==> src/rtl/edf_pkg.sv <==
// ============================================================================
// edf_pkg
// Shared types and constants for the earliest-deadline-first tick scheduler.
// ============================================================================
package edf_pkg;

    localparam int MAX_TASKS   = 4;
    localparam int NUM_TASKS   = 4;
    localparam int HYPERPERIOD = 910;

    localparam int TASK_W  = $clog2(MAX_TASKS);
    localparam int VAL_W   = 8;
    localparam int TICK_W  = 16;
    localparam int CFG_W   = $clog2(2 * MAX_TASKS);
    localparam int IN_TDATA_W  = 8;
    localparam int OUT_TDATA_W = 16;

    localparam logic [TASK_W-1:0] LAST_TASK = TASK_W'(NUM_TASKS - 1);
    localparam logic [TICK_W-1:0] LAST_TICK = TICK_W'(HYPERPERIOD - 1);

    typedef logic [VAL_W-1:0] t_val;

    localparam t_val PERIOD_RST [MAX_TASKS] = '{8'd2, 8'd5, 8'd7, 8'd13};
    localparam t_val BUDGET_RST [MAX_TASKS] = '{8'd1, 8'd1, 8'd1, 8'd2};

    typedef struct packed {
        t_val period;
        t_val budget;
        t_val deadline;
        t_val work;
    } t_task_view;

    typedef struct packed {
        logic              en;
        logic [TASK_W-1:0] idx;
        t_val              deadline;
        t_val              work;
    } t_task_wr;

    typedef struct packed {
        logic       feasible;
        logic       period_end;
        logic       any_miss;
        logic [1:0] miss_task;
        logic       miss;
        logic       idle;
        logic [1:0] run_task;
    } t_result;

endpackage

==> src/rtl/edf_task_file.sv <==
// ============================================================================
// edf_task_file
// Configuration registers and per-task deadline and budget counters, with
// one read port and one write port addressed by task index.
// ============================================================================
module edf_task_file (
    input  logic                       i_clk,
    input  logic                       i_rst_n,
    input  logic                       i_cfg_we,
    input  logic [edf_pkg::CFG_W-1:0]  i_cfg_idx,
    input  logic [edf_pkg::VAL_W-1:0]  i_cfg_data,
    input  logic [edf_pkg::TASK_W-1:0] i_rd_idx,
    output edf_pkg::t_task_view        o_view,
    input  edf_pkg::t_task_wr          i_wr
);

    edf_pkg::t_val r_period   [edf_pkg::MAX_TASKS];
    edf_pkg::t_val r_budget   [edf_pkg::MAX_TASKS];
    edf_pkg::t_val r_deadline [edf_pkg::MAX_TASKS];
    edf_pkg::t_val r_work     [edf_pkg::MAX_TASKS];

    logic [edf_pkg::TASK_W-1:0] cfg_task;
    logic                       cfg_is_budget;

    assign cfg_task      = i_cfg_idx[edf_pkg::TASK_W-1:0];
    assign cfg_is_budget = i_cfg_idx[edf_pkg::CFG_W-1];

    always_ff @(posedge i_clk) begin
        if (!i_rst_n) begin
            for (int i = 0; i < edf_pkg::MAX_TASKS; i++) begin
                r_period[i] <= edf_pkg::PERIOD_RST[i];
                r_budget[i] <= edf_pkg::BUDGET_RST[i];
            end
        end else if (i_cfg_we) begin
            if (cfg_is_budget) begin
                r_budget[cfg_task] <= i_cfg_data;
            end else begin
                r_period[cfg_task] <= i_cfg_data;
            end
        end
    end

    always_ff @(posedge i_clk) begin
        if (!i_rst_n) begin
            for (int i = 0; i < edf_pkg::MAX_TASKS; i++) begin
                r_deadline[i] <= '0;
                r_work[i]     <= '0;
            end
        end else if (i_wr.en) begin
            r_deadline[i_wr.idx] <= i_wr.deadline;
            r_work[i_wr.idx]     <= i_wr.work;
        end
    end

    assign o_view.period   = r_period[i_rd_idx];
    assign o_view.budget   = r_budget[i_rd_idx];
    assign o_view.deadline = r_deadline[i_rd_idx];
    assign o_view.work     = r_work[i_rd_idx];

endmodule

==> src/rtl/edf_ctrl.sv <==
// ============================================================================
// edf_ctrl
// Sequencer that walks the tasks one per cycle through a shared compare and
// decrement unit: scan picks the grant (not on restart), update applies it.
// ============================================================================
module edf_ctrl (
    input  logic                       i_clk,
    input  logic                       i_rst_n,
    input  logic                       i_in_valid,
    input  logic                       i_in_restart,
    output logic                       o_in_ready,
    output logic [edf_pkg::TASK_W-1:0] o_rd_idx,
    input  edf_pkg::t_task_view        i_view,
    output edf_pkg::t_task_wr          o_wr,
    output logic                       o_res_valid,
    input  logic                       i_res_take,
    output edf_pkg::t_result           o_res
);

    localparam logic [1:0] S_IDLE   = 2'd0;
    localparam logic [1:0] S_SCAN   = 2'd1;
    localparam logic [1:0] S_UPDATE = 2'd2;
    localparam logic [1:0] S_FINISH = 2'd3;

    logic [1:0]                 r_state,    n_state;
    logic [edf_pkg::TASK_W-1:0] r_idx,      n_idx;
    logic                       r_restart,  n_restart;
    logic                       r_found,    n_found;
    logic [edf_pkg::TASK_W-1:0] r_best,     n_best;
    edf_pkg::t_val              r_best_dl,  n_best_dl;
    logic                       r_missed,   n_missed;
    logic [edf_pkg::TASK_W-1:0] r_miss_idx, n_miss_idx;
    logic                       r_miss_seen, n_miss_seen;
    logic [edf_pkg::TICK_W-1:0] r_tick,     n_tick;

    logic          is_last;
    logic          dl_lt_best;
    logic          dl_expire;
    logic          spend;
    edf_pkg::t_val work_next;
    edf_pkg::t_val dl_dec;
    logic          wrap;
    logic          seen_next;

    assign is_last    = (r_idx == edf_pkg::LAST_TASK);
    assign dl_lt_best = (i_view.deadline < r_best_dl);
    assign dl_expire  = (i_view.deadline <= edf_pkg::VAL_W'(1));
    assign spend      = r_found && (r_best == r_idx);
    assign work_next  = i_view.work - edf_pkg::VAL_W'(spend);
    assign dl_dec     = i_view.deadline - edf_pkg::VAL_W'(1);
    assign wrap       = !r_restart && (r_tick == edf_pkg::LAST_TICK);
    assign seen_next  = !r_restart && (r_miss_seen || r_missed);

    always_comb begin
        n_state     = r_state;
        n_idx       = r_idx;
        n_restart   = r_restart;
        n_found     = r_found;
        n_best      = r_best;
        n_best_dl   = r_best_dl;
        n_missed    = r_missed;
        n_miss_idx  = r_miss_idx;
        n_miss_seen = r_miss_seen;
        n_tick      = r_tick;
        o_wr        = '0;
        o_wr.idx    = r_idx;

        unique case (r_state)
            S_IDLE: begin
                if (i_in_valid) begin
                    n_idx      = '0;
                    n_restart  = i_in_restart;
                    n_found    = 1'b0;
                    n_best     = '0;
                    n_best_dl  = '0;
                    n_missed   = 1'b0;
                    n_miss_idx = '0;
                    n_state    = i_in_restart ? S_UPDATE : S_SCAN;
                end
            end
            S_SCAN: begin
                if (i_view.work != '0 && (!r_found || dl_lt_best)) begin
                    n_found   = 1'b1;
                    n_best    = r_idx;
                    n_best_dl = i_view.deadline;
                end
                if (is_last) begin
                    n_idx   = '0;
                    n_state = S_UPDATE;
                end else begin
                    n_idx = r_idx + 1'b1;
                end
            end
            S_UPDATE: begin
                o_wr.en = 1'b1;
                if (r_restart || dl_expire) begin
                    o_wr.deadline = i_view.period;
                    o_wr.work     = i_view.budget;
                    if (!r_restart && work_next != '0 && !r_missed) begin
                        n_missed   = 1'b1;
                        n_miss_idx = r_idx;
                    end
                end else begin
                    o_wr.deadline = dl_dec;
                    o_wr.work     = work_next;
                end
                if (is_last) begin
                    n_state = S_FINISH;
                end else begin
                    n_idx = r_idx + 1'b1;
                end
            end
            S_FINISH: begin
                if (i_res_take) begin
                    n_miss_seen = seen_next;
                    n_tick      = (r_restart || wrap) ? '0 : r_tick + 1'b1;
                    n_state     = S_IDLE;
                end
            end
            default: begin
                n_state = S_IDLE;
            end
        endcase
    end

    always_ff @(posedge i_clk) begin
        if (!i_rst_n) begin
            r_state     <= S_IDLE;
            r_idx       <= '0;
            r_restart   <= 1'b0;
            r_found     <= 1'b0;
            r_best      <= '0;
            r_best_dl   <= '0;
            r_missed    <= 1'b0;
            r_miss_idx  <= '0;
            r_miss_seen <= 1'b0;
            r_tick      <= '0;
        end else begin
            r_state     <= n_state;
            r_idx       <= n_idx;
            r_restart   <= n_restart;
            r_found     <= n_found;
            r_best      <= n_best;
            r_best_dl   <= n_best_dl;
            r_missed    <= n_missed;
            r_miss_idx  <= n_miss_idx;
            r_miss_seen <= n_miss_seen;
            r_tick      <= n_tick;
        end
    end

    assign o_in_ready  = (r_state == S_IDLE);
    assign o_rd_idx    = r_idx;
    assign o_res_valid = (r_state == S_FINISH);

    always_comb begin
        o_res            = '0;
        o_res.run_task   = 2'(r_best);
        o_res.idle       = !r_restart && !r_found;
        o_res.miss       = r_missed;
        o_res.miss_task  = 2'(r_miss_idx);
        o_res.any_miss   = seen_next;
        o_res.period_end = wrap;
        o_res.feasible   = wrap && !seen_next;
    end

endmodule

==> src/rtl/edf_tick_scheduler.sv <==
// ============================================================================
// edf_tick_scheduler
// Earliest-deadline-first tick scheduler for up to four periodic tasks.
// ============================================================================
// Usage:
//   The slave stream carries one item per transfer; tdata bit 0 is restart
//   (1 reloads every task and clears the tick counter and sticky miss flag,
//   0 advances one scheduler tick). The master stream returns one result per
//   input. The user must write periods and budgets through the cfg port
//   only while idle; the block itself does not enforce this. Each tick walks
//   the tasks through a single shared compare and decrement unit: a scan
//   pass finds the grant, an update pass applies it, and a finish state
//   hands the result to the output register; a restart skips the scan pass.
//   The next input is taken only after the finish state, and the result
//   shows up on the master side in the same cycle that the slave side
//   becomes ready again. The output register lets the next input be taken
//   while a result still waits; if the receiver stalls until the next result
//   is ready, that result is held inside and the slave side stays not ready.
//   After reset all deadlines and remaining work are zero, so issue a restart
//   before the first tick; configuration registers reset to their defaults.
// ============================================================================
module edf_tick_scheduler (
    input  logic                            i_clk,
    input  logic                            i_rst_n,
    input  logic                            i_s_axis_tvalid,
    output logic                            o_s_axis_tready,
    // [0] restart, [7:1] zero
    input  logic [edf_pkg::IN_TDATA_W-1:0]  i_s_axis_tdata,
    output logic                            o_m_axis_tvalid,
    input  logic                            i_m_axis_tready,
    // [1:0] run_task, [2] idle, [3] miss, [5:4] miss_task, [6] any_miss,
    // [7] period_end, [8] feasible, [15:9] zero
    output logic [edf_pkg::OUT_TDATA_W-1:0] o_m_axis_tdata,
    input  logic                            i_cfg_we,
    input  logic [edf_pkg::CFG_W-1:0]       i_cfg_idx,
    input  logic [edf_pkg::VAL_W-1:0]       i_cfg_data
);

    logic [edf_pkg::TASK_W-1:0] rd_idx;
    edf_pkg::t_task_view        view;
    edf_pkg::t_task_wr          wr;
    edf_pkg::t_result           res;
    logic                       res_valid;
    logic                       res_take;

    logic             r_out_valid;
    edf_pkg::t_result r_out;

    edf_task_file u_task_file (
        .i_clk      (i_clk),
        .i_rst_n    (i_rst_n),
        .i_cfg_we   (i_cfg_we),
        .i_cfg_idx  (i_cfg_idx),
        .i_cfg_data (i_cfg_data),
        .i_rd_idx   (rd_idx),
        .o_view     (view),
        .i_wr       (wr)
    );

    edf_ctrl u_ctrl (
        .i_clk        (i_clk),
        .i_rst_n      (i_rst_n),
        .i_in_valid   (i_s_axis_tvalid),
        .i_in_restart (i_s_axis_tdata[0]),
        .o_in_ready   (o_s_axis_tready),
        .o_rd_idx     (rd_idx),
        .i_view       (view),
        .o_wr         (wr),
        .o_res_valid  (res_valid),
        .i_res_take   (res_take),
        .o_res        (res)
    );

    assign res_take = !r_out_valid || i_m_axis_tready;

    always_ff @(posedge i_clk) begin
        if (!i_rst_n) begin
            r_out_valid <= 1'b0;
        end else if (res_take) begin
            r_out_valid <= res_valid;
        end
    end

    always_ff @(posedge i_clk) begin
        if (res_take && res_valid) begin
            r_out <= res;
        end
    end

    assign o_m_axis_tvalid = r_out_valid;
    assign o_m_axis_tdata  = edf_pkg::OUT_TDATA_W'(r_out);

    a_busy_after_accept: assert property (@(posedge i_clk) disable iff (!i_rst_n)
        i_s_axis_tvalid && o_s_axis_tready |=> !o_s_axis_tready)
        else $error("scheduler took a second item while busy");

    a_idle_no_grant: assert property (@(posedge i_clk) disable iff (!i_rst_n)
        o_m_axis_tvalid && o_m_axis_tdata[2] |-> o_m_axis_tdata[1:0] == 2'd0)
        else $error("idle result carries a task index");

    a_miss_sticky: assert property (@(posedge i_clk) disable iff (!i_rst_n)
        o_m_axis_tvalid && o_m_axis_tdata[3] |-> o_m_axis_tdata[6])
        else $error("miss reported without sticky flag");

    a_feasible_at_end: assert property (@(posedge i_clk) disable iff (!i_rst_n)
        o_m_axis_tvalid && o_m_axis_tdata[8] |-> o_m_axis_tdata[7] && !o_m_axis_tdata[6])
        else $error("feasible outside period end or after a miss");

endmodule
==> config.mk <==
export PLATFORM = sky130hd
export DESIGN_NAME = edf_tick_scheduler
export DESIGN_NICKNAME = d
export VERILOG_FILES = /design/src/rtl/edf_pkg.sv /design/src/rtl/edf_task_file.sv /design/src/rtl/edf_ctrl.sv /design/src/rtl/edf_tick_scheduler.sv
export SDC_FILE = /design/constraint.sdc
export NUM_CORES = 1
export LEC_CHECK = 0
export ABC_AREA = 1
export BUFFER_PORTS_ARGS = -buffer_cell sky130_fd_sc_hd__clkbuf_2
export CELL_PAD_IN_SITES_DETAIL_PLACEMENT = 1
export CELL_PAD_IN_SITES_GLOBAL_PLACEMENT = 1
export CORE_ASPECT_RATIO = 2
export CORE_MARGIN = 2
export CORE_UTILIZATION = 48
export DETAILED_ROUTE_END_ITERATION = 6
export MAX_ROUTING_LAYER = met4
export PLACE_DENSITY_LB_ADDON = 0.08
export SYNTH_ARGS = -nofsm -noshare
export SYNTH_HDL_FRONTEND = slang
export SYNTH_SLANG_ARGS = --single-unit
==> constraint.sdc <==
create_clock -name i_clk -period 3.1 [get_ports i_clk]
set_input_delay 0.93 -clock i_clk [delete_from_list [all_inputs] [get_ports i_clk]]
set_output_delay 0.93 -clock i_clk [all_outputs]
set_load 0.02 [all_outputs]
==> results of run 1 <==
## worst min-delay path, stage by stage (launching register included)
cell and delay [ns]:
dfxtp_1 0.31, nand2_1 0.06, a21oi_1 0.05
## flip-flops by register name, summed over array words and instances (netlist names), 2 cells and up, named ones only
name	count
u_ctrl.r_tick	16
u_ctrl.r_miss_idx	2
u_task_file.r_work	32
u_ctrl.r_state	2
u_ctrl.r_best_dl	8
u_ctrl.o_rd_idx	2
u_ctrl.r_best	2
o_m_axis_tdata	9
u_task_file.r_budget	32
u_task_file.r_deadline	32
u_task_file.r_period	32
## cell usage in the layout, fill, tap and decap left out, drive strengths merged
| cell | instances |
|---|---|
| dfxtp | 39 |
| nor4 | 5 |
| o22ai | 1 |
| nor3 | 22 |
| a32o | 1 |
| xnor2 | 1 |
| xor2 | 6 |
| nand3 | 62 |
| a32oi | 1 |
| inv | 105 |
| o21bai | 1 |
| nor3b | 6 |
| o21ai | 50 |
| clkinvlp | 2 |
| bufinv | 3 |
| nor2 | 182 |
| nand2 | 194 |
| nand4 | 5 |
| clkinv | 6 |
| a31oi | 3 |
| a21oi | 38 |
| or2 | 4 |
| conb | 7 |
| buf | 30 |
| ha | 18 |
| a211oi | 6 |
| nand3b | 3 |
| o221ai | 15 |
| edfxtp | 137 |
| clkbuf | 44 |
## routing by layer
metal	wire, um	up-vias
met2	14100	116
met5	0	-
met3	539	71
met4	977	0
met1	7980	3305
li1	-	3213
## final cells by class
cell class                 instances  area (um2)  area share
timing repair buffer              57         377      0.0386
clock inverter                    15         196      0.0201
clock buffer                      17         425      0.0436
inverter                         101         384      0.0393
multi-input combinational        631        3220       0.330
sequential                       176        4900       0.501
tap                              213         267      0.0273
## worst min-delay path by stage
stage,startpoint,to,slack [ns]
after CTS,u_ctrl.r_best_dl[1],u_ctrl.r_best_dl[1],0.47
after global placement,u_ctrl.r_best_dl[2],u_ctrl.r_best_dl[2],0.45
after detailed placement,u_ctrl.r_best_dl[1],u_ctrl.r_best_dl[1],0.46
after global routing,u_ctrl.r_miss_idx[1],o_m_axis_tdata[5],0.50
after floorplan,u_ctrl.r_miss_idx[0],o_m_axis_tdata[4],0.41
final,u_ctrl.r_best_dl[1],u_ctrl.r_best_dl[1],0.47
## cell families after synthesis
group | count (synthesis) | share of synthesized area
flops | 176 | 0.560
fa+ha+maj | 18 | 0.0258
other cells | 1 | 0.000429
simple gates | 483 | 0.246
xor+xnor | 7 | 0.00701
buf+inv | 146 | 0.0758
compound gates | 116 | 0.0848
## power by group
part | internal [mW] | leakage (nW) | switching [mW]
Combinational | 0.814 | 1.84 | 1.93
Clock | 1.30 | 0.301 | 0.976
Sequential | 2.78 | 1.68 | 0.119
Total | 4.89 | 3.82 | 3.03
## per-stage QoR
step | area [um2] | utilization | hold WS [ns] | cells | setup WS (ns)
CTS | 9750 | 0.548 | 0.471 | 1210 | 0.0854
detailed placement | 9130 | 0.513 | 0.460 | 1178 | 0.140
global placement | 9130 | 0.513 | 0.449 | 1178 | 0.241
global route | 9770 | 0.549 | 0.495 | 1210 | 0.00670
floorplan | 8770 | - | 0.409 | 953 | 0.531
finish | 9770 | 0.549 | 0.472 | 1210 | 0.218
## Yosys cell counts (2+ instances only)
cell type / number / area [um2]
nand2_2: 9 / 56.3
nor2_2: 13 / 81.3
o21ai_0: 45 / 225
ha_1: 18 / 225
o221ai_2: 10 / 150
xor2_1: 6 / 52.6
nor3_1: 21 / 105
a31oi_1: 3 / 18.8
dfxtp_1: 39 / 781
nor4_1: 5 / 31.3
nand3_1: 46 / 230
nand2_1: 183 / 687
nor3b_1: 5 / 37.5
a21oi_1: 37 / 185
nor2_1: 169 / 634
edfxtp_1: 137 / 4110
nand3b_1: 3 / 22.5
buf_4: 11 / 82.6
nand2_4: 2 / 22.5
clkbuf_1: 17 / 63.8
or2_2: 2 / 12.5
o21ai_1: 5 / 25.0
nand4_1: 5 / 31.3
clkinv_1: 4 / 15.0
inv_2: 5 / 18.8
nand3_2: 16 / 160
o221ai_1: 5 / 43.8
buf_2: 9 / 45.0
a211oi_1: 6 / 45.0
inv_1: 91 / 342
buf_6: 8 / 90.1
==> impl_metrics.toml, run 1 <==
[outcome]
status = "completed"

[floorplan]
die_area_mm2 = 0.0194
ios = 42
start_util = 0.492
core-area_mm2 = 0.0178
die_w_um = 99.4
dieHeight_um = 195
num_rows = 69

[clocking]
htree_num_levels = 4
cts_resized = 0
path_clk_slew_ns = 0.07
post_cts_buffers = 0
cts_made_buffers = 17
clockBufferDepth = 2
cts.sink_count = 176
hold_buffers = 0
cts_tree = "built"
cts_root_buffer = "clkbuf_16"
clk_latency_ns = 0.44

[sta]
slew_violations = 0
min_period_over_period = 0.930
final-setup-viol-count = 0
worstMarginPinSlew_ns = 0.503
finalHoldViolations = 0
rsz0062_at_grt = "no"
skew_ns = 0.00937
tns_ns = 0
finalCriticalPeriod_ns = 2.88
slew-limit-headroom = 0.662
max_freq_mhz = 347

[grt]
grt_overflow = 0
grt_use_met1 = 0.228
grt_pass1_wl_um = 37400
globalRouteMet3Util = 0.0356
grt_max_degree = 38
gr-max-usage-layer = "met2"
use_met2 = 0.515
antenna_found_initial = 0
grt_usage = 0.261
grt_pass1_vias = 7456

[yosys]
ys_ff_latch = 176
yosys_warnings = 0
synth_edf_count = 137
syn_area_per_cell_um2 = 9.24
ys_seq_area_frac = 0.560
synth_flop_cell = "edfxtp_1"
yosysUniqueCellTypes = 43
synth_area_mm2 = 0.00875
syn_inst = 947
postSynth.asyncResetShare = 0

[setup_path]
start_kind = "flip-flop"
endpoint_kind = "flip-flop"
crit_slowest_cell = "dfxtp_2"
path_cells = "buf_12 > nand2_1 > nand3_1 > nand2_1 > inv_1 > ha_1 > nor2_1 > nor2_1 > nand2_1 > nand2_4 > buf_6 > o221ai_1 > nand2_1 > nor2_2 > inv_1 > nor2_1"
reg2reg_to = "u_task_file.r_deadline[2][6]"
critical_path.endpoint = "u_task_file.r_deadline[2][6]"
crit_fanout = 37
reg2reg_depth = 16
max_stage_delay_ns = 0.42
worst-path-stages = 16
timing_worst_setup_path_type = "flip-flop to flip-flop"
ff2ff_setup_slack_ns = 0.22
cp.required_ns = 3.28
arrival_ns = 3.06
critPathMostFrequentCell = "nand2_1"
path_buf_inv = 4
cpLargestDelayFamily = "simple AND/OR/NAND/NOR gates"

[layout]
nNetsFinal = 1026
diodes = 0
areaGrowthSynthToFinish_pct = 11.7
layout-drive-gt1-share = 0.153
fill_cells = 2034

[min_path]
min_path_type = "flip-flop to flip-flop"
hold_depth = 2

[route]
drc = 0
wl_per_cell_um = 19.5
viasPerCell = 5.54
vias = 6705
drtIter0Drc = 303
final_antenna_net_count = 0
drt-total-wl_um = 23600
drt-pass1-iter-count = 4

[place]
place_congestion = 0.849
place_hpwl_um = 17400
port_buffers = 27

[job]
cap_violations = 0

[pwr]
vdd_drop_max_mv = 0.432
fin_total_pwr_mw = 7.92
total_leakage_power_nw = 3.82
power.density_mw_per_mm2 = 811
Note: power is estimated with default switching activity, not from simulation.
==> inputs of run 2 (changes only) <==
--- a/config.mk
+++ b/config.mk
@@ -11,7 +11,8 @@
 export CELL_PAD_IN_SITES_GLOBAL_PLACEMENT = 1
 export CORE_ASPECT_RATIO = 2
 export CORE_MARGIN = 2
-export CORE_UTILIZATION = 48
+export CORE_UTILIZATION = 50
+export CTS_BUF_LIST = sky130_fd_sc_hd__clkbuf_4 sky130_fd_sc_hd__clkbuf_8
 export DETAILED_ROUTE_END_ITERATION = 6
 export MAX_ROUTING_LAYER = met4
 export PLACE_DENSITY_LB_ADDON = 0.08
==> run 2 against run 1 <==
Net effect:
- sequential power is essentially flat
- die area shrank 3.9%
- critical path depth shrank 2
- setup slack gained 0.0073 ns
- cell area shrank 1.8%
- global-route usage grew 0.69 points
- highest routed layer unchanged
- register-to-register slack is essentially flat
- clock skew grew 0.0056 ns
- combinational power is essentially flat
- wire length shrank 1.3%
==> impl_metrics.toml, run 2 (synthesis gave the netlist of run 1 again) <==
[outcome]
status = "completed"

[sta]
worstMarginPinSlew_ns = 0.560
finalCriticalPeriod_ns = 2.87
min_period_over_period = 0.927
slew_violations = 0
finalHoldViolations = 0
skew_ns = 0.0149
rsz0062_at_grt = "no"
final-setup-viol-count = 0
tns_ns = 0
max_freq_mhz = 348
slew-limit-headroom = 0.623

[floorplan]
die_w_um = 97.5
start_util = 0.509
num_rows = 68
ios = 42
dieHeight_um = 191
die_area_mm2 = 0.0186
core-area_mm2 = 0.0172

[setup_path]
cp.required_ns = 3.33
max_stage_delay_ns = 0.41
arrival_ns = 3.10
path_buf_inv = 4
reg2reg_to = "u_task_file.r_deadline[3][5]"
path_cells = "inv_8 > nand2_1 > nand3_1 > nand2_1 > inv_1 > ha_1 > nor2_1 > nor2_1 > nand2_1 > nand2_2 > inv_1 > o21ai_0 > or2_4 > inv_1"
reg2reg_depth = 14
cpLargestDelayFamily = "simple AND/OR/NAND/NOR gates"
start_kind = "flip-flop"
timing_worst_setup_path_type = "flip-flop to flip-flop"
crit_fanout = 33
crit_slowest_cell = "dfxtp_4"
endpoint_kind = "flip-flop"
ff2ff_setup_slack_ns = 0.23

[grt]
grt_overflow = 0
grt_pass1_vias = 7381
grt_pass1_wl_um = 37500
antenna_found_initial = 0
grt_usage = 0.268
grt_max_degree = 34

[route]
wl_per_cell_um = 19.3
final_antenna_net_count = 0
drc = 0
drt-total-wl_um = 23300
drt-pass1-iter-count = 4
drtIter0Drc = 208
viasPerCell = 5.51
vias = 6640

[pwr]
vdd_drop_max_mv = 0.405
total_leakage_power_nw = 3.73
fin_total_pwr_mw = 7.43
power.density_mw_per_mm2 = 775

[clocking]
cts_made_buffers = 17
cts_tree = "built"
clockBufferDepth = 2
path_clk_slew_ns = 0.09
cts.sink_count = 176
clk_latency_ns = 0.47
cts_root_buffer = "clkbuf_8"
htree_num_levels = 4

[place]
place_hpwl_um = 17800
port_buffers = 27
dp_cells = 1175
place_congestion = 0.884

[layout]
diodes = 0
final_util = 0.558
fill_cells = 2014
layout-drive-gt1-share = 0.154
nNetsFinal = 1026
final_common_cell = "nand2_1"
finalNonFillerCells = 1206
areaGrowthSynthToFinish_pct = 9.63
mostFrequentLayoutCells = "nand2_1 (182), nor2_1 (169), edfxtp_1 (137)"

[min_path]
hold_depth = 2
hold_start = "u_ctrl.r_best_dl[5]"
min_path_type = "flip-flop to flip-flop"
holdPathEnd = "u_ctrl.r_best_dl[5]"

[job]
cap_violations = 0
## run 2: worst max path at each step
stage | cells after the start | endpoint | slack, ns
global placement | 14 | u_task_file.r_deadline[1][5] | 0.21
floorplan | 6 | u_task_file.r_deadline[2][0] | 0.53
global route | 17 | u_ctrl.r_missed | 0.05
finish | 14 | u_task_file.r_deadline[3][5] | 0.23
detailed placement | 16 | u_task_file.r_deadline[1][6] | 0.08
CTS | 16 | u_task_file.r_deadline[1][6] | 0.03
## run 2: power breakdown
| group | total [mW] | switching [mW] | internal, mW |
|---|---|---|---|
| sequential | 2.91 | 0.129 | 2.78 |
| combinational | 2.73 | 1.92 | 0.808 |
| clock | 1.79 | 0.836 | 0.954 |
## run 2: layer usage
layer	up-vias	global-route usage	wire length, um
li1	3220	-	-
met1	3287	0.234	7670
met2	89	0.558	14600
met3	44	0.0289	456
met4	0	0.111	605
met5	-	-	0
## run 2: layout make-up
cell class	instances	area, um2	share of cell area
clock inverter	14	214	0.0223
sequential	176	4900	0.511
inverter	101	387	0.0403
tap	210	263	0.0274
timing repair buffer	57	372	0.0388
multi-input combinational	631	3220	0.336
clock buffer	17	234	0.0244
## run 2: tightest hold or removal path: stages (launching register included)
cell	delay, ns
dfxtp_1	0.32
nand2_1	0.06
a21oi_1	0.05
## run 2: stage by stage
| stage | hold slack, ns | worst slack [ns] | area (um2) |
|---|---|---|---|
| final | 0.470 | 0.226 | 9590 |
| after CTS | 0.472 | 0.0320 | 9560 |
| after floorplan | 0.409 | 0.531 | 8770 |
| after detailed placement | 0.458 | 0.0829 | 9110 |
| after global placement | 0.449 | 0.209 | 9110 |
| after global routing | 0.484 | 0.0517 | 9590 |
## run 2: timing repair
item / 4_1_cts / 5_1_grt
gates resized for setup: 0 / 9
buffers inserted: 0 / 0
endpoints found under the hold margin: 0 / 0
endpoints found under the setup margin: 0 / 36
hold buffers: 0 / 0
==> inputs of run 3 (changes only) <==
--- a/config.mk
+++ b/config.mk
@@ -5,14 +5,14 @@
 export SDC_FILE = /design/constraint.sdc
 export NUM_CORES = 1
 export LEC_CHECK = 0
-export ABC_AREA = 1
 export BUFFER_PORTS_ARGS = -buffer_cell sky130_fd_sc_hd__clkbuf_2
 export CELL_PAD_IN_SITES_DETAIL_PLACEMENT = 1
 export CELL_PAD_IN_SITES_GLOBAL_PLACEMENT = 1
 export CORE_ASPECT_RATIO = 2
 export CORE_MARGIN = 2
-export CORE_UTILIZATION = 50
+export CORE_UTILIZATION = 52
 export CTS_BUF_LIST = sky130_fd_sc_hd__clkbuf_4 sky130_fd_sc_hd__clkbuf_8
+export CTS_CLUSTER_SIZE = 12
 export DETAILED_ROUTE_END_ITERATION = 6
 export MAX_ROUTING_LAYER = met4
 export PLACE_DENSITY_LB_ADDON = 0.08
==> run 3 against run 2 <==
Net effect:
- clock power down 20%
- wire length down 20%
- flip-flop and latch count unchanged
- die area down 7.8%
- core utilization up 2.6 points
- area after synthesis down 4.3%
- first-iteration DRC count up 26%
- synthesized cell count down 30%
- via count down 21%
- register-to-register slack worse by 0.06 ns
- hold slack worse by 0.027 ns
- critical path type unchanged
- largest cell class unchanged
- largest power group unchanged
- highest routed layer unchanged
==> impl_metrics.toml, run 3 <==
[outcome]
status = "completed"

[layout]
final_area_mm2 = 0.00922
final_common_cell = "edfxtp_1"
areaGrowthSynthToFinish_pct = 10.2
nNetsFinal = 754
finalNonFillerCells = 925
diodes = 0
layout-drive-gt1-share = 0.188
multi_input_area_mm2 = 0.00317
ff_latch_area_mm2 = 0.00490
mostFrequentLayoutCells = "edfxtp_1 (137), nor2_1 (89), and2_1 (51)"
fill_cells = 1613

[clocking]
cts_made_buffers = 17
hold_buffers = 0
path_clk_slew_ns = 0.09
htree_num_levels = 4
cts.sink_count = 176
clk_latency_ns = 0.46
cts_root_buffer = "clkbuf_8"
post_cts_buffers = 0
cts_resized = 0
clockBufferDepth = 2
cts_tree = "built"

[yosys]
synth_top_cell_by_area = "edfxtp_1"
synth_flop_cell = "edfxtp_1"
ys_seq_area_frac = 0.585
synth_edf_count = 137
syn_inst = 659
syn_area_per_cell_um2 = 12.7
ys_ff_latch = 176
synth_most_common_cell = "edfxtp_1"
yosys_warnings = 0
postSynth.asyncResetShare = 0
yosysUniqueCellTypes = 56
synth.area.top_cells = "edfxtp_1 (49%), dfxtp_1 (9.3%), mux4_2 (7.5%)"
synth_area_mm2 = 0.00837
synth_commonest_cells = "edfxtp_1 (137), nor2_1 (89), and2_1 (51), dfxtp_1 (39), inv_1 (36)"
netlist.area_leader.share = 0.492

[route]
wl_per_cell_um = 20.2
vias = 5231
drt-total-wl_um = 18600
drc = 0
final_antenna_net_count = 0
drt-pass1-iter-count = 4
viasPerCell = 5.66
drtIter0Drc = 263

[sta]
skew_ns = 0.0132
min_period_over_period = 0.948
slew-limit-headroom = 0.156
max_freq_mhz = 340
tns_ns = 0
finalCriticalPeriod_ns = 2.94
worstMarginPinSlew_ns = 1.25
finalHoldViolations = 0
rsz0062_at_grt = "no"
slew_violations = 0
final-setup-viol-count = 0

[setup_path]
arrival_ns = 3.12
start_kind = "flip-flop"
endpoint_kind = "flip-flop"
cp.required_ns = 3.28
timing_worst_setup_path_type = "flip-flop to flip-flop"
crit_fanout = 11

[grt]
antenna_found_initial = 0
grt_max_degree = 33
grt_overflow = 0
grt_usage = 0.238
grt_pass1_wl_um = 29700
grt_pass1_vias = 5747

[pwr]
total_leakage_power_nw = 3.34
power.density_mw_per_mm2 = 618
vdd_drop_max_mv = 0.390

[floorplan]
num_rows = 65
die_w_um = 93.7
dieHeight_um = 183
core-area_mm2 = 0.0158
ios = 42
start_util = 0.530
die_area_mm2 = 0.0172

[min_path]
min_path_type = "flip-flop to flip-flop"

[place]
dp_cells = 894
place_congestion = 0.824
dpl-instance-area_mm2 = 0.00885
port_buffers = 27
place_hpwl_um = 13800

[job]
cap_violations = 0
==> run 3: where the power goes <==
group | internal (mW) | switching [mW]
clock | 0.647 | 0.791
sequential | 2.74 | 0.0907
combinational | 0.564 | 0.870
==> run 3: layer usage <==
layer,share of wire,global-route usage,vias to the layer above
met5,0,-,-
met4,0.027,0.0986,0
met3,0.024,0.0329,36
met2,0.60,0.457,95
met1,0.35,0.231,2627
li1,-,-,2473
==> run 3: final timing paths <==
check / start / to / slack (ns) / depth (start not counted)
setup reg to reg: flip-flop / u_task_file.r_work[2][6] / 0.16 / 8
hold / removal: u_ctrl.r_miss_idx[0] / o_m_axis_tdata[4] / 0.44 / 0
setup / recovery: flip-flop / u_task_file.r_work[2][6] / 0.16 / 8
hold reg to reg: u_ctrl.r_miss_idx[0] / o_m_axis_tdata[4] / 0.44 / 0
==> run 3: cells by family (layout without fill, tap and decap cells) <==
kind of cell               after synthesis  count (layout)  share of synthesized area
and+or+nand+nor                        261             261                      0.160
DFF                                    176             176                      0.585
buffers and inverters                   70             129                     0.0405
AOI/OAI and AO/OA                       65              65                     0.0604
muxes                                   40              40                     0.0975
xor gates and xnor gates                28              28                     0.0293
adders and majority gates               18              18                     0.0269
other                                    1               7                   0.000448
==> run 3: layout make-up <==
class,count,area share
clock inverters,11,0.0102
well taps,201,0.0273
multi-input cells,419,0.344
clock buffers,20,0.0278
inverters,36,0.0147
repair buffers,62,0.0445
flip-flops and latches,176,0.532
==> run 3: critical path, cell delays in order, from the launching register on <==
cell and delay, ns:
dfxtp_4 0.42, buf_4 0.28, mux4_2 0.56, inv_1 0.08, ha_1 0.18, ha_1 0.30, a31oi_1 0.20, o21ai_0 0.47
a211oi_1 0.16
==> run 3: per-stage QoR <==
stage | setup slack (ns) | hold slack, ns | util | total power, mW
final | 0.161 | 0.443 | 0.584 | 5.70
after detailed placement | 0.123 | 0.422 | 0.561 | 4.30
after CTS | 0.0915 | 0.444 | 0.583 | 5.74
after global routing | 0.00330 | 0.467 | 0.584 | 5.97
after global placement | 0.145 | 0.419 | 0.561 | 4.23
after floorplan | 0.352 | 0.408 | - | 3.89
